[config.mk]
export PLATFORM = sky130hd
export DESIGN_NAME = app_packet_tlv_parser
export DESIGN_NICKNAME = d
export VERILOG_FILES = /design/src/design/atlv_pkg.sv /design/src/design/atlv_front.sv /design/src/design/atlv_fifo.sv /design/src/design/atlv_back.sv /design/src/design/app_packet_tlv_parser.sv
export SDC_FILE = /design/constraint.sdc
export NUM_CORES = 1
export LEC_CHECK = 0
export ABC_AREA = 1
export BUFFER_PORTS_ARGS = -buffer_cell sky130_fd_sc_hd__buf_2
export CAP_MARGIN = 20
export CORE_MARGIN = 5
export CORE_UTILIZATION = 45
export DETAILED_ROUTE_END_ITERATION = 6
export GPL_TIMING_DRIVEN = 0
export HOLD_SLACK_MARGIN = 0.02
export PLACE_DENSITY = 0.71
export SLEW_MARGIN = 15
export SYNTH_ARGS = -nofsm -noshare
export SYNTH_HDL_FRONTEND = slang
export SYNTH_SLANG_ARGS = --single-unit
[constraint.sdc]
create_clock -name i_clk -period 8.7 [get_ports i_clk]
set_input_delay 1.74 -clock i_clk [delete_from_list [all_inputs] [get_ports i_clk]]
set_output_delay 1.74 -clock i_clk [all_outputs]
set_load 0.05 [all_outputs]
[src/design/atlv_pkg.sv]
`timescale 1ns / 1ps
`default_nettype none

package atlv_pkg;

    localparam int CFG_DATA_W  = 8;
    localparam int CFG_INDEX_W = 3;
    localparam int BYTE_W      = 8;
    localparam int LEN_W       = 16;
    localparam int SIZE_OUT_W  = 32;

    localparam logic [CFG_INDEX_W-1:0] CFG_DATA_CODE      = 3'd0;
    localparam logic [CFG_INDEX_W-1:0] CFG_START_CODE     = 3'd1;
    localparam logic [CFG_INDEX_W-1:0] CFG_END_CODE       = 3'd2;
    localparam logic [CFG_INDEX_W-1:0] CFG_SIZE_TYPE_CODE = 3'd3;
    localparam logic [CFG_INDEX_W-1:0] CFG_NAME_TYPE_CODE = 3'd4;

    localparam logic [CFG_DATA_W-1:0] RST_DATA_CODE      = 8'd1;
    localparam logic [CFG_DATA_W-1:0] RST_START_CODE     = 8'd2;
    localparam logic [CFG_DATA_W-1:0] RST_END_CODE       = 8'd3;
    localparam logic [CFG_DATA_W-1:0] RST_SIZE_TYPE_CODE = 8'd0;
    localparam logic [CFG_DATA_W-1:0] RST_NAME_TYPE_CODE = 8'd1;

    typedef enum logic [3:0] {
        PH_IDLE = 4'd0,
        PH_SEQ  = 4'd1,
        PH_LHI  = 4'd2,
        PH_LLO  = 4'd3,
        PH_PAY  = 4'd4,
        PH_T1   = 4'd5,
        PH_SLEN = 4'd6,
        PH_SVAL = 4'd7,
        PH_T2   = 4'd8,
        PH_NLEN = 4'd9,
        PH_NAME = 4'd10
    } t_phase;

    typedef enum logic [2:0] {
        KIND_PAYLOAD  = 3'd0,
        KIND_NAME     = 3'd1,
        KIND_DATA_HDR = 3'd2,
        KIND_CTRL_HDR = 3'd3,
        KIND_ERROR    = 3'd4
    } t_kind;

    typedef enum logic [1:0] {
        ERR_NONE      = 2'd0,
        ERR_CONTROL   = 2'd1,
        ERR_SIZE_TYPE = 2'd2,
        ERR_NAME_TYPE = 2'd3
    } t_err;

    // Compact result word: data holds the byte for payload and name words
    // and the sequence number for a data header.
    typedef struct packed {
        t_kind                 kind;
        logic [BYTE_W-1:0]     data;
        logic [LEN_W-1:0]      len;
        logic [SIZE_OUT_W-1:0] size;
        logic                  is_end;
        t_err                  err;
        logic                  last;
    } t_entry;

endpackage

`default_nettype wire

[src/design/atlv_front.sv]
`timescale 1ns / 1ps
`default_nettype none

module atlv_front
    import atlv_pkg::*;
#(
    parameter int SIZE_WIDTH = 32
) (
    input  wire logic                   i_clk,
    input  wire logic                   i_rst_n,
    input  wire logic                   i_cfg_we,
    input  wire logic [CFG_INDEX_W-1:0] i_cfg_index,
    input  wire logic [CFG_DATA_W-1:0]  i_cfg_data,
    input  wire logic                   i_valid,
    output logic                        o_ready,
    input  wire logic [BYTE_W-1:0]      i_packet_byte,
    input  wire logic                   i_first,
    input  wire logic                   i_full,
    output logic                        o_push,
    output t_entry                      o_entry
);

    localparam int EXT_W = (SIZE_WIDTH > SIZE_OUT_W) ? SIZE_WIDTH : SIZE_OUT_W;

    logic [CFG_DATA_W-1:0] r_data_code;
    logic [CFG_DATA_W-1:0] r_start_code;
    logic [CFG_DATA_W-1:0] r_end_code;
    logic [CFG_DATA_W-1:0] r_size_type_code;
    logic [CFG_DATA_W-1:0] r_name_type_code;

    t_phase                r_phase;
    t_phase                n_phase;
    logic [LEN_W-1:0]      r_bytes_left;
    logic [LEN_W-1:0]      n_bytes_left;
    logic [BYTE_W-1:0]     r_seq;
    logic [BYTE_W-1:0]     n_seq;
    logic [BYTE_W-1:0]     r_len_hi;
    logic [BYTE_W-1:0]     n_len_hi;
    logic [SIZE_WIDTH-1:0] r_size_acc;
    logic [SIZE_WIDTH-1:0] n_size_acc;
    logic                  r_end_flag;
    logic                  n_end_flag;

    logic                  w_acc;
    logic                  w_is_data;
    logic                  w_is_ctrl;
    logic                  w_left_one;
    logic [LEN_W-1:0]      w_data_len;
    logic [EXT_W-1:0]      w_size_ext;

    assign o_ready    = !i_full;
    assign w_acc      = i_valid && o_ready;
    assign w_is_data  = (i_packet_byte == r_data_code);
    assign w_is_ctrl  = (i_packet_byte == r_start_code) || (i_packet_byte == r_end_code);
    assign w_left_one = (r_bytes_left == LEN_W'(1));
    assign w_data_len = {r_len_hi, i_packet_byte};
    assign w_size_ext = EXT_W'(r_size_acc);

    always_ff @(posedge i_clk) begin
        if (!i_rst_n) begin
            r_data_code      <= RST_DATA_CODE;
            r_start_code     <= RST_START_CODE;
            r_end_code       <= RST_END_CODE;
            r_size_type_code <= RST_SIZE_TYPE_CODE;
            r_name_type_code <= RST_NAME_TYPE_CODE;
        end else if (i_cfg_we) begin
            unique case (i_cfg_index)
                CFG_DATA_CODE:      r_data_code      <= i_cfg_data;
                CFG_START_CODE:     r_start_code     <= i_cfg_data;
                CFG_END_CODE:       r_end_code       <= i_cfg_data;
                CFG_SIZE_TYPE_CODE: r_size_type_code <= i_cfg_data;
                CFG_NAME_TYPE_CODE: r_name_type_code <= i_cfg_data;
                default: ;
            endcase
        end
    end

    always_comb begin
        n_phase = r_phase;
        if (w_acc) begin
            if (i_first) begin
                priority if (w_is_data) begin
                    n_phase = PH_SEQ;
                end else if (w_is_ctrl) begin
                    n_phase = PH_T1;
                end else begin
                    n_phase = PH_IDLE;
                end
            end else begin
                unique case (r_phase)
                    PH_SEQ:  n_phase = PH_LHI;
                    PH_LHI:  n_phase = PH_LLO;
                    PH_LLO:  n_phase = (w_data_len == '0) ? PH_IDLE : PH_PAY;
                    PH_PAY:  n_phase = w_left_one ? PH_IDLE : PH_PAY;
                    PH_T1:   n_phase = (i_packet_byte == r_size_type_code) ? PH_SLEN : PH_IDLE;
                    PH_SLEN: n_phase = (i_packet_byte == '0) ? PH_T2 : PH_SVAL;
                    PH_SVAL: n_phase = w_left_one ? PH_T2 : PH_SVAL;
                    PH_T2:   n_phase = (i_packet_byte == r_name_type_code) ? PH_NLEN : PH_IDLE;
                    PH_NLEN: n_phase = (i_packet_byte == '0) ? PH_IDLE : PH_NAME;
                    PH_NAME: n_phase = w_left_one ? PH_IDLE : PH_NAME;
                    default: n_phase = PH_IDLE;
                endcase
            end
        end
    end

    always_comb begin
        o_push         = 1'b0;
        o_entry        = '0;
        o_entry.kind   = KIND_PAYLOAD;
        o_entry.err    = ERR_NONE;
        o_entry.data   = i_packet_byte;
        o_entry.size   = w_size_ext[SIZE_OUT_W-1:0];
        o_entry.is_end = r_end_flag;
        if (w_acc) begin
            if (i_first) begin
                if (!w_is_data && !w_is_ctrl) begin
                    o_push       = 1'b1;
                    o_entry.kind = KIND_ERROR;
                    o_entry.err  = ERR_CONTROL;
                    o_entry.last = 1'b1;
                end
            end else begin
                unique case (r_phase)
                    PH_LLO: begin
                        o_push       = 1'b1;
                        o_entry.kind = KIND_DATA_HDR;
                        o_entry.data = r_seq;
                        o_entry.len  = w_data_len;
                        o_entry.last = (w_data_len == '0);
                    end
                    PH_PAY: begin
                        o_push       = 1'b1;
                        o_entry.kind = KIND_PAYLOAD;
                        o_entry.last = w_left_one;
                    end
                    PH_T1: begin
                        if (i_packet_byte != r_size_type_code) begin
                            o_push       = 1'b1;
                            o_entry.kind = KIND_ERROR;
                            o_entry.err  = ERR_SIZE_TYPE;
                            o_entry.last = 1'b1;
                        end
                    end
                    PH_T2: begin
                        if (i_packet_byte != r_name_type_code) begin
                            o_push       = 1'b1;
                            o_entry.kind = KIND_ERROR;
                            o_entry.err  = ERR_NAME_TYPE;
                            o_entry.last = 1'b1;
                        end
                    end
                    PH_NLEN: begin
                        o_push       = 1'b1;
                        o_entry.kind = KIND_CTRL_HDR;
                        o_entry.len  = LEN_W'(i_packet_byte);
                        o_entry.last = (i_packet_byte == '0);
                    end
                    PH_NAME: begin
                        o_push       = 1'b1;
                        o_entry.kind = KIND_NAME;
                        o_entry.last = w_left_one;
                    end
                    default: ;
                endcase
            end
        end
    end

    always_comb begin
        n_bytes_left = r_bytes_left;
        n_seq        = r_seq;
        n_len_hi     = r_len_hi;
        n_size_acc   = r_size_acc;
        n_end_flag   = r_end_flag;
        if (w_acc) begin
            if (i_first) begin
                n_bytes_left = '0;
                n_seq        = '0;
                n_len_hi     = '0;
                n_size_acc   = '0;
                n_end_flag   = !w_is_data && w_is_ctrl && (i_packet_byte != r_start_code);
            end else begin
                unique case (r_phase)
                    PH_SEQ:  n_seq = i_packet_byte;
                    PH_LHI:  n_len_hi = i_packet_byte;
                    PH_LLO:  n_bytes_left = w_data_len;
                    PH_SLEN: begin
                        n_bytes_left = LEN_W'(i_packet_byte);
                        n_size_acc   = '0;
                    end
                    PH_SVAL: begin
                        n_size_acc   = SIZE_WIDTH'({r_size_acc, i_packet_byte});
                        n_bytes_left = r_bytes_left - LEN_W'(1);
                    end
                    PH_NLEN: n_bytes_left = LEN_W'(i_packet_byte);
                    PH_PAY, PH_NAME: n_bytes_left = r_bytes_left - LEN_W'(1);
                    default: ;
                endcase
            end
        end
    end

    always_ff @(posedge i_clk) begin
        if (!i_rst_n) begin
            r_phase      <= PH_IDLE;
            r_bytes_left <= '0;
            r_seq        <= '0;
            r_len_hi     <= '0;
            r_size_acc   <= '0;
            r_end_flag   <= 1'b0;
        end else begin
            r_phase      <= n_phase;
            r_bytes_left <= n_bytes_left;
            r_seq        <= n_seq;
            r_len_hi     <= n_len_hi;
            r_size_acc   <= n_size_acc;
            r_end_flag   <= n_end_flag;
        end
    end

    // Every error word closes its packet and returns the parser to idle.
    a_error_is_last: assert property (@(posedge i_clk) disable iff (!i_rst_n)
        (o_push && o_entry.kind == KIND_ERROR) |-> (o_entry.last && n_phase == PH_IDLE))
        else $error("error word without last or without return to idle");

    // A word marked last always leaves the parser idle.
    a_last_to_idle: assert property (@(posedge i_clk) disable iff (!i_rst_n)
        (o_push && o_entry.last) |=> (r_phase == PH_IDLE))
        else $error("parser not idle after the last word of a packet");

    // Payload, size-value and name phases always have bytes left to count.
    a_left_nonzero: assert property (@(posedge i_clk) disable iff (!i_rst_n)
        (r_phase == PH_PAY || r_phase == PH_NAME || r_phase == PH_SVAL)
            |-> (r_bytes_left != '0))
        else $error("byte counter empty inside a counted field");

endmodule

`default_nettype wire

[src/design/atlv_fifo.sv]
`timescale 1ns / 1ps
`default_nettype none

module atlv_fifo
    import atlv_pkg::*;
#(
    parameter int DEPTH = 4
) (
    input  wire logic   i_clk,
    input  wire logic   i_rst_n,
    input  wire logic   i_push,
    input  wire t_entry i_entry,
    output logic        o_full,
    output logic        o_valid,
    input  wire logic   i_pop,
    output t_entry      o_entry
);

    localparam int PW = $clog2(DEPTH);
    localparam int CW = $clog2(DEPTH + 1);

    t_entry          r_mem [DEPTH];
    logic [PW-1:0]   r_wr_ptr;
    logic [PW-1:0]   n_wr_ptr;
    logic [PW-1:0]   r_rd_ptr;
    logic [PW-1:0]   n_rd_ptr;
    logic [CW-1:0]   r_count;
    logic [CW-1:0]   n_count;

    assign o_full  = (r_count == CW'(DEPTH));
    assign o_valid = (r_count != '0);
    assign o_entry = r_mem[r_rd_ptr];

    always_comb begin
        n_wr_ptr = r_wr_ptr;
        n_rd_ptr = r_rd_ptr;
        n_count  = r_count;
        if (i_push) begin
            n_wr_ptr = (r_wr_ptr == PW'(DEPTH - 1)) ? '0 : r_wr_ptr + PW'(1);
        end
        if (i_pop) begin
            n_rd_ptr = (r_rd_ptr == PW'(DEPTH - 1)) ? '0 : r_rd_ptr + PW'(1);
        end
        if (i_push && !i_pop) begin
            n_count = r_count + CW'(1);
        end else if (!i_push && i_pop) begin
            n_count = r_count - CW'(1);
        end
    end

    always_ff @(posedge i_clk) begin
        if (i_push) begin
            r_mem[r_wr_ptr] <= i_entry;
        end
    end

    always_ff @(posedge i_clk) begin
        if (!i_rst_n) begin
            r_wr_ptr <= '0;
            r_rd_ptr <= '0;
            r_count  <= '0;
        end else begin
            r_wr_ptr <= n_wr_ptr;
            r_rd_ptr <= n_rd_ptr;
            r_count  <= n_count;
        end
    end

    a_count_bound: assert property (@(posedge i_clk) disable iff (!i_rst_n)
        r_count <= CW'(DEPTH))
        else $error("queue count beyond depth");

    a_no_push_full: assert property (@(posedge i_clk) disable iff (!i_rst_n)
        i_push |-> !o_full)
        else $error("word pushed into a full queue");

    a_no_pop_empty: assert property (@(posedge i_clk) disable iff (!i_rst_n)
        i_pop |-> o_valid)
        else $error("word popped from an empty queue");

endmodule

`default_nettype wire

[src/design/atlv_back.sv]
`timescale 1ns / 1ps
`default_nettype none

module atlv_back
    import atlv_pkg::*;
(
    input  wire logic                   i_clk,
    input  wire logic                   i_rst_n,
    input  wire logic                   i_fifo_valid,
    input  wire t_entry                 i_entry,
    output logic                        o_pop,
    output logic                        o_valid,
    input  wire logic                   i_ready,
    output logic [2:0]                  o_result_kind,
    output logic [BYTE_W-1:0]           o_value,
    output logic [BYTE_W-1:0]           o_sequence_res,
    output logic [LEN_W-1:0]            o_field_length,
    output logic [SIZE_OUT_W-1:0]       o_file_size,
    output logic                        o_is_end,
    output logic [1:0]                  o_error_code,
    output logic                        o_last
);

    logic   r_valid;
    t_entry r_entry;

    assign o_pop   = i_fifo_valid && (!r_valid || i_ready);
    assign o_valid = r_valid;

    always_ff @(posedge i_clk) begin
        if (!i_rst_n) begin
            r_valid <= 1'b0;
        end else if (o_pop) begin
            r_valid <= 1'b1;
        end else if (i_ready) begin
            r_valid <= 1'b0;
        end
    end

    always_ff @(posedge i_clk) begin
        if (o_pop) begin
            r_entry <= i_entry;
        end
    end

    // Fields that do not belong to a word's kind read as zero.
    always_comb begin
        o_result_kind  = r_entry.kind;
        o_value        = '0;
        o_sequence_res = '0;
        o_field_length = '0;
        o_file_size    = '0;
        o_is_end       = 1'b0;
        o_error_code   = ERR_NONE;
        o_last         = r_entry.last;
        unique case (r_entry.kind)
            KIND_PAYLOAD, KIND_NAME: begin
                o_value = r_entry.data;
            end
            KIND_DATA_HDR: begin
                o_sequence_res = r_entry.data;
                o_field_length = r_entry.len;
            end
            KIND_CTRL_HDR: begin
                o_field_length = r_entry.len;
                o_file_size    = r_entry.size;
                o_is_end       = r_entry.is_end;
            end
            KIND_ERROR: begin
                o_error_code = r_entry.err;
            end
            default: ;
        endcase
    end

    a_error_has_code: assert property (@(posedge i_clk) disable iff (!i_rst_n)
        (r_valid && r_entry.kind == KIND_ERROR) |-> (r_entry.err != ERR_NONE && r_entry.last))
        else $error("error word without code or without last");

    a_pop_refills: assert property (@(posedge i_clk) disable iff (!i_rst_n)
        o_pop |=> r_valid)
        else $error("output register empty after a pop");

    a_stall_holds: assert property (@(posedge i_clk) disable iff (!i_rst_n)
        (r_valid && !i_ready) |-> !o_pop)
        else $error("queue popped while the output word is stalled");

endmodule

`default_nettype wire

[src/design/app_packet_tlv_parser.sv]
`timescale 1ns / 1ps
`default_nettype none

// Byte-serial parser for data packets and start/end control packets in
// type-length-value form. One byte is accepted per clock cycle whenever the
// result queue has room, so with o_ready held by a consumer that keeps
// i_ready high the block sustains one byte per cycle. Each accepted byte
// gives at most one result word; the word is written into a QUEUE_DEPTH-entry
// queue at the edge that accepts its byte and then moves into an output
// register, and the queue absorbs up to QUEUE_DEPTH words while the output
// is stalled. A byte with i_first high starts a new
// packet from any phase; bytes outside a packet are dropped. The file size
// is accumulated over SIZE_WIDTH bits and reported as its low 32 bits.
// Configuration writes take effect on the next cycle.

module app_packet_tlv_parser
    import atlv_pkg::*;
#(
    parameter int SIZE_WIDTH  = 32,
    parameter int QUEUE_DEPTH = 4
) (
    input  wire logic                   i_clk,
    input  wire logic                   i_rst_n,
    input  wire logic                   i_cfg_we,
    input  wire logic [CFG_INDEX_W-1:0] i_cfg_index,
    input  wire logic [CFG_DATA_W-1:0]  i_cfg_data,
    input  wire logic                   i_valid,
    output logic                        o_ready,
    input  wire logic [7:0]             i_packet_byte,
    input  wire logic                   i_first,
    output logic                        o_valid,
    input  wire logic                   i_ready,
    output logic [2:0]                  o_result_kind,
    output logic [7:0]                  o_value,
    output logic [7:0]                  o_sequence_res,
    output logic [15:0]                 o_field_length,
    output logic [31:0]                 o_file_size,
    output logic                        o_is_end,
    output logic [1:0]                  o_error_code,
    output logic                        o_last
);

    logic   w_push;
    t_entry w_push_entry;
    logic   w_full;
    logic   w_fifo_valid;
    logic   w_pop;
    t_entry w_head_entry;

    atlv_front #(
        .SIZE_WIDTH (SIZE_WIDTH)
    ) u_front (
        .i_clk         (i_clk),
        .i_rst_n       (i_rst_n),
        .i_cfg_we      (i_cfg_we),
        .i_cfg_index   (i_cfg_index),
        .i_cfg_data    (i_cfg_data),
        .i_valid       (i_valid),
        .o_ready       (o_ready),
        .i_packet_byte (i_packet_byte),
        .i_first       (i_first),
        .i_full        (w_full),
        .o_push        (w_push),
        .o_entry       (w_push_entry)
    );

    atlv_fifo #(
        .DEPTH (QUEUE_DEPTH)
    ) u_fifo (
        .i_clk   (i_clk),
        .i_rst_n (i_rst_n),
        .i_push  (w_push),
        .i_entry (w_push_entry),
        .o_full  (w_full),
        .o_valid (w_fifo_valid),
        .i_pop   (w_pop),
        .o_entry (w_head_entry)
    );

    atlv_back u_back (
        .i_clk          (i_clk),
        .i_rst_n        (i_rst_n),
        .i_fifo_valid   (w_fifo_valid),
        .i_entry        (w_head_entry),
        .o_pop          (w_pop),
        .o_valid        (o_valid),
        .i_ready        (i_ready),
        .o_result_kind  (o_result_kind),
        .o_value        (o_value),
        .o_sequence_res (o_sequence_res),
        .o_field_length (o_field_length),
        .o_file_size    (o_file_size),
        .o_is_end       (o_is_end),
        .o_error_code   (o_error_code),
        .o_last         (o_last)
    );

endmodule

`default_nettype wire
==> results.md, run 1 <==
* Antenna viol nets, final at 0
* Setup WS pre-CTS at 4.16 ns
* Max Fclk at 228 MHz
* Worst vdd ir at 179 uV
* Port Buffers at 90
* Die Wd at 209 um
* Root Driver: clkbuf_16
* Worst skew pair latency at 0.57 ns
* Leakage power at 7.83 nW
* Buffers inserted by post-CTS timing repair at 0
* Seq/Total Area, Yosys at 66.2%
* Starting Density at 45.8%
* Crit Path Max Fanout at 10
* Hold Fails Final Rpt at 0
* Post-DP HPWL at 29300 um
* Area after DPL at 19300 um2
* CTS buffer count at 43
* Clk sink count at 432
* Yosys warnings at 0
* Nets@finish at 1926
* Area Growth Syn to Fin at 16.7%
* Critical path arrival at 2.64 ns
* Synthesized area at 17800 um2
* Commonest cells after routing, fill and taps aside: 324 x nor2_1, 315 x edfxtp_1, 220 x nand2_1
* Die Span Y at 209 um
* Reg2Reg Depth at 11
* Hold Crit Start: u_front.r_bytes_left[4]
* Via count at 12900
* Top cell type's share of synthesized area at 53.1%
* Reg2reg end: u_fifo.r_mem[3][48]
* Net Count, Synth at 1776
* Hold Path Depth at 2
* Max_cap viols at 0
* RSZ-0062 raised after global routing: no
* IO Count at 98
* Crit Reg-Reg Startpoint: u_fifo.r_count[1]
* DR WL/cell at 17.5 um
* Vias in the first global route at 12700
* Antenna Cells at 0
* First-pass GRT wire length at 68500 um
* Most common cell after layout, fill and taps aside: nor2_1
* Worst slew pin tran at 0.831 ns
* Clock-pin slew on the worst setup and hold paths at 0.06 ns
* WS Path Type: reg -> out
* Clk_skew at 0.0137 ns
* Row cnt at 72
* Fin. max-slew vios at 0
* Normalized max-slew margin at 44.2%
* CTS Buffer Depth at 3
* Top cells by area, synth: edfxtp_1 53%, dfxtp_1 13%, nor2_1 6.9%
* Vias per cell at 5.26
* Hold buffers post-CTS at 0
* Largest net degree at the start of global routing at 26
* Design Area, Final at 20800 um2
* Post-CTS Resized at 0
* Total GRT Usage at 19.5%
* Grt total ovfl at 0
* Period minus WS final at 4.38 ns
* Die ar. at 43700 um2
* Final setup fails at 0
* Startpoint Class: register
* Core area at 38900 um2
* Nature of the critical path endpoint: primary output
* Setup Total Neg Slack at 0 ns
* Gpl congestion at 0.886
* Drt pass-1 iters at 6
* Outcome: completed
* WL final at 42800 um
* Post-synth top area cell: edfxtp_1
* Max H-tree Level at 2
* End of the worst hold path: u_front.r_bytes_left[4]
* Cells after Synth at 1742
* Syn Area/Cell at 10.2 um2
* Pwr Density at 311 nW/um2
* Initial antenna violation count at 1
* Layout cells sized above 1 at 12.7%
* R2R Setup Slk at 5.85 ns
* Final period util at 50.4%
* Final worst slack at 4.32 ns
* CP Data Required Time at 6.96 ns
* DRT iter0 DRCs at 1011
* DRC at 0
* Finished Core Util at 53.4%
* Yosys reg bits at 432
* Final Power at 0.00646 W
* Hold Crit Class: reg -> reg
* Unique cell type count in the Yosys netlist at 38
* CTS tree: built
-- state kept, by name, summed over array words and instances, names as in the netlist, 16 cells and up --
| name | count |
|---|---|
| u_front.r_size_acc | 32 |
| u_back.r_entry | 59 |
| u_fifo.r_mem | 252 |
| u_front.r_bytes_left | 16 |
-- logic make-up (layout without fill, tap and decap cells) --
logic type	count (synthesis)	in the layout	synth area share, %
adders and majority gates	9	9	0.674
muxes	2	2	0.112
buffers and inverters	251	436	5.53
AOI/OAI and AO/OA	372	372	11.2
and+or+nand+nor	647	647	14.8
DFF	432	432	66.2
xor gates and xnor gates	29	29	1.43
-- layer usage --
| layer | GRT usage (%) | part of all wire, % | up-vias |
|---|---|---|---|
| met3 | 2.89 | 6.2 | 80 |
| met1 | 25.9 | 41 | 6133 |
| met5 | 0 | 0.016 | - |
| met2 | 33.2 | 49 | 441 |
| met4 | 6.39 | 2.8 | 2 |
| li1 | - | - | 6215 |
-- worst max-delay path by stage --
| stage | from | endpoint | slack (ns) |
|---|---|---|---|
| after floorplan | i_ready | u_fifo.r_count[1] | 1.97 |
| after global placement | i_ready | u_fifo.r_count[1] | -0.42 |
| after detailed placement | i_packet_byte[0] | u_fifo.r_mem[3][46] | 4.16 |
| after CTS | u_back.o_result_kind[2] | o_file_size[31] | 4.20 |
| after global routing | u_back.o_result_kind[2] | o_file_size[30] | 4.04 |
| final | u_back.o_result_kind[2] | o_file_size[30] | 4.32 |
-- metrics by stage --
stage / hold slack (ns) / instances
3_3_place_gp: 0.446 / 2350
6_report: 0.463 / 2445
5_1_grt: 0.487 / 2445
4_1_cts: 0.465 / 2445
2_1_floorplan: 0.436 / 1742
3_5_place_dp: 0.456 / 2365
-- synth_stat cells (all sizes together) --
master / number
edfxtp: 315
xor2: 3
nand4: 8
nand3b: 2
nand2: 234
a31o: 1
o211ai: 3
buf: 18
a21oi: 105
mux2i: 2
inv: 162
ha: 8
or2: 3
a31oi: 1
xnor2: 26
nand3: 57
nor3: 8
nor2: 334
clkinv: 5
o22ai: 64
nor4: 1
fa: 1
clkbuf: 66
o21ai: 198
dfxtp: 117
-- cell type report --
| cell class | instances | area [um2] |
|---|---|---|
| timing repair buffer | 105 | 811 |
| multi-input combinational | 1059 | 5070 |
| inverter | 167 | 627 |
| clock inverter | 24 | 317 |
| tap | 518 | 648 |
| sequential | 432 | 11800 |
| buffer | 84 | 359 |
| fill | 3403 | 18100 |
| clock buffer | 56 | 1160 |
-- where the power goes --
| part | switching, W | internal (W) | total (W) |
|---|---|---|---|
| clock | 0.000782 | 0.00113 | 0.00191 |
| combinational | 0.00140 | 0.000488 | 0.00189 |
| sequential | 0.0000944 | 0.00257 | 0.00266 |
| total | 0.00228 | 0.00419 | 0.00646 |
-- worst max-delay path: stages (launching register included) --
cell and delay [ns]:
edfxtp_1 0.50, nor2_1 0.43, nand2_1 0.30, clkbuf_1 0.37
nor2_1 0.18, buf_2 0.28
Power figures use the tool's default switching activity.
==> run 2: changes to the inputs <==
--- a/config.mk
+++ b/config.mk
@@ -5,7 +5,7 @@
 export SDC_FILE = /design/constraint.sdc
 export NUM_CORES = 1
 export LEC_CHECK = 0
-export ABC_AREA = 1
+export ABC_AREA = 0
 export BUFFER_PORTS_ARGS = -buffer_cell sky130_fd_sc_hd__buf_2
 export CAP_MARGIN = 20
 export CORE_MARGIN = 5
==> constraint.sdc (replaced) <==
create_clock -name i_clk -period 4.5 [get_ports i_clk]
set_input_delay 0.9 -clock i_clk [delete_from_list [all_inputs] [get_ports i_clk]]
set_output_delay 0.9 -clock i_clk [all_outputs]
set_load 0.05 [all_outputs]
==> run 2 against run 1 <==
Compared with the run above:
- final cell count shrank 22%
- largest power group unchanged
- synthesized area fell by 2.1%
- first-iteration DRC count is 35% lower
- flip-flop and latch count is the same
- sequential power is 90% higher
- power is 75% higher
==> results.md, run 2 <==
* Outcome: completed (unchanged)
* Worst vdd ir at 347 uV (was 179 uV)
* Max reg flops at 252 (unchanged)
* Unique cell type count in the Yosys netlist at 64 (was 38)
* Starting Density at 45.3% (was 45.8%)
* Drt pass-1 iters at 5 (was 6)
* Fin. max-slew vios at 0 (unchanged)
* Cells after Synth at 1216 (was 1742)
* DRC at 0 (unchanged)
* Normalized max-slew margin at 30.5% (was 44.2%)
* Worst slew pin tran at 1.03 ns (was 0.831 ns)
* Crit Path Max Fanout at 10 (unchanged)
* EDFF count, synth at 315 (unchanged)
* CP max stage delay at 0.53 ns (was 0.50 ns)
* Most common cell after layout, fill and taps aside: edfxtp_1 (was nor2_1)
* Root Driver: clkbuf_16 (unchanged)
* Top cells by area, synth: edfxtp_1 54%, dfxtp_1 13%, mux4_2 8.1% (was edfxtp_1 53%, dfxtp_1 13%, nor2_1 6.9%)
* Yosys warnings at 0 (unchanged)
* Setup crit end: o_field_length[14] (was o_file_size[30])
* Top cells by count, synth: 315 x edfxtp_1, 132 x nand2_1, 117 x dfxtp_1, 78 x nor2_1, 73 x a21oi_1 (was 328 x nor2_1, 315 x edfxtp_1, 220 x nand2_1, 195 x o21ai_0, 152 x inv_1)
* Max Fclk at 270 MHz
* Vias per cell at 5.42 (was 5.26)
* Post-DP HPWL at 25300 um (was 29300 um)
* Row cnt at 72 (unchanged)
* Area after DPL at 18800 um2 (was 19300 um2)
* Startpoint Class: register (unchanged)
* Synth Flop Type: edfxtp_1 (unchanged)
* Area Growth Syn to Fin at 15.6% (was 16.7%)
* Top-count cell post-synth: edfxtp_1 (was nor2_1)
* Antenna viol nets, final at 0 (unchanged)
* CP max-delay cell: nor2b_1 (was edfxtp_1)
* Critical path arrival at 2.80 ns (was 2.64 ns)
* Largest Register: u_fifo.r_mem (unchanged)
* Final period util at 82.2%
* Design Area, Final at 20200 um2 (was 20800 um2)
* Setup WS pre-CTS at 0.787 ns (was 4.16 ns)
* CP cell instances: nor2b_1 > clkbuf_1 > clkbuf_1 > and2_1 > buf_2 (was nor2_1 > nand2_1 > clkbuf_1 > nor2_1 > buf_2)
* Nature of the critical path endpoint: primary output (unchanged)
* Ys async rst share at 0% (unchanged)
* Layout cells sized above 1 at 21.0% (was 12.7%)
* Post-synth top area cell: edfxtp_1 (unchanged)
* Clk sink count at 432 (unchanged)
* Largest net degree at the start of global routing at 45 (was 26)
* CTS tree: built (unchanged)
* Total GRT Usage at 17.6% (was 19.5%)
* CP Data Required Time at 3.60 ns (was 6.96 ns)
* Die Span Y at 207 um (was 209 um)
* Pwr Density at 562 nW/um2 (was 311 nW/um2)
* Grt total ovfl at 0 (unchanged)
* Multi-input gate area at 5260 um2 (was 5070 um2)
* Reg2reg end: u_fifo.r_count[2] (was u_fifo.r_mem[3][48])
* Final worst slack at 0.799 ns (was 4.32 ns)
* Buffers inserted by post-CTS timing repair at 0 (unchanged)
* Via count at 10400 (was 12900)
* Leakage power at 7.25 nW (was 7.83 nW)
* CTS Buffer Depth at 3 (unchanged)
* Sequential cell area at 11800 um2 (unchanged)
* Die ar. at 42800 um2 (was 43700 um2)
* Hold Crit Class: reg -> reg (unchanged)
* CTS buffer count at 44 (was 43)
* RSZ-0062 raised after global routing: no (unchanged)
* Clk_skew at 0.0200 ns (was 0.0137 ns)
* Worst skew pair latency at 0.55 ns (was 0.57 ns)
* Vias in the first global route at 10300 (was 12700)
* Clock-pin slew on the worst setup and hold paths at 0.06 ns (about the same)
* Die Wd at 207 um (was 209 um)
* Max_cap viols at 0 (unchanged)
* Hold Fails Final Rpt at 0 (unchanged)
* Top flop regs: u_fifo.r_mem x252, u_back.r_entry x59, u_front.r_size_acc x32 (unchanged)
* Top cell type's share of synthesized area at 54.2% (was 53.1%)
* Hold buffers post-CTS at 0 (unchanged)
* Reg2Reg Depth at 11 (unchanged)
* Net Count, Synth at 1250 (was 1776)
* Yosys reg bits at 432 (unchanged)
* Port Buffers at 95 (was 90)
* Gpl congestion at 0.902 (was 0.886)
* DR WL/cell at 19.6 um (was 17.5 um)
* Final setup fails at 0 (unchanged)
* CP Launch Point: u_back.o_result_kind[2] (unchanged)
* WS Path Type: reg -> out (unchanged)
* Crit Reg-Reg Startpoint: u_front.r_name_type_code[7] (was u_fifo.r_count[1])
* WL final at 37700 um (was 42800 um)
* Fillers at 3181 (was 3403)
* Syn Area/Cell at 14.3 um2 (was 10.2 um2)
* Commonest cells after routing, fill and taps aside: 315 x edfxtp_1, 132 x nand2_1, 119 x buf_2 (was 324 x nor2_1, 315 x edfxtp_1, 220 x nand2_1)
* Seq/Total Area, Yosys at 67.7% (was 66.2%)
* Core area at 38500 um2 (was 38900 um2)
* IO Count at 98 (unchanged)
* Synthesized area at 17400 um2 (was 17800 um2)
* R2R Setup Slk at 1.64 ns (was 5.85 ns)
* Post-CTS Resized at 0 (unchanged)
* Initial antenna violation count at 1 (unchanged)
* Period minus WS final at 3.70 ns
* Max H-tree Level at 2 (unchanged)
* Nets@finish at 1397 (was 1926)
* Antenna Cells at 0 (unchanged)
* First-pass GRT wire length at 58700 um (was 68500 um)
* DRT iter0 DRCs at 653 (was 1011)
* Most used cell, CP: clkbuf_1 (was nor2_1)
## run 2: power breakdown
group	leakage (nW)	total, W	switching [W]	internal (W)
combinational	2.55	0.00281	0.00184	0.000961
sequential	4.01	0.00505	0.000176	0.00488
clock	0.689	0.00347	0.00148	0.00199
## run 2: worst min-delay path by stage
| stage | startpoint | depth (start not counted) | endpoint |
|---|---|---|---|
| 2_1_floorplan | u_front.r_data_code[1] | 2 | u_front.r_data_code[1] |
| 3_3_place_gp | u_front.r_size_type_code[0] | 2 | u_front.r_size_type_code[0] |
| 3_5_place_dp | u_front.r_data_code[6] | 2 | u_front.r_data_code[6] |
| 4_1_cts | u_front.r_data_code[6] | 2 | u_front.r_data_code[6] |
| 5_1_grt | u_front.r_data_code[5] | 2 | u_front.r_data_code[5] |
| 6_report | u_front.r_size_type_code[0] | 2 | u_front.r_size_type_code[0] |
## run 2: worst max-delay path, delay by kind of cell (launching register included)
kind / cells / cell delay [ns]
buffers and inverters: 3 / 1.04
flip-flops: 1 / 0.46
AND/OR/NAND/NOR: 2 / 0.74
## run 2: cell families after synthesis
group           count (synthesis)  synth area share, %
flops                         432                 67.7
simple gates                  389                 11.2
compound gates                171                 6.35
buf+inv                        88                 2.32
mux                            75                 8.88
xor+xnor                       52                 2.87
fa+ha+maj                       9                0.689
## run 2: through the flow
step                setup TNS [ns]  total power [W]  hold slack [ns]  std cells  util [%]
floorplan                        0          0.00717            0.448       1216         -
CTS                              0           0.0115            0.466       1917      52.4
detailed placement               0          0.00802            0.458       1835      48.7
global route                     0           0.0118            0.485       1917      52.4
finish                           0           0.0113            0.466       1917      52.4
global placement           -196.12          0.00792            0.453       1829      48.3
## run 2: cell type report
type	count	area share, %
clock inverter	22	0.912
tap	518	3.22
buffer	72	1.71
inverter	16	0.298
multi-input combinational	696	26.1
clock buffer	60	6.07
timing repair buffer	101	3.14
sequential	432	58.5
## run 2: per-layer routing
layer  global-route usage, %  share of wire, %  routed length [um]
met3                    3.31               6.7                2510
met2                    29.8                49               18600
met4                    3.82               1.8                 678
met5                       0                 0                   0
met1                    24.1                42               15900
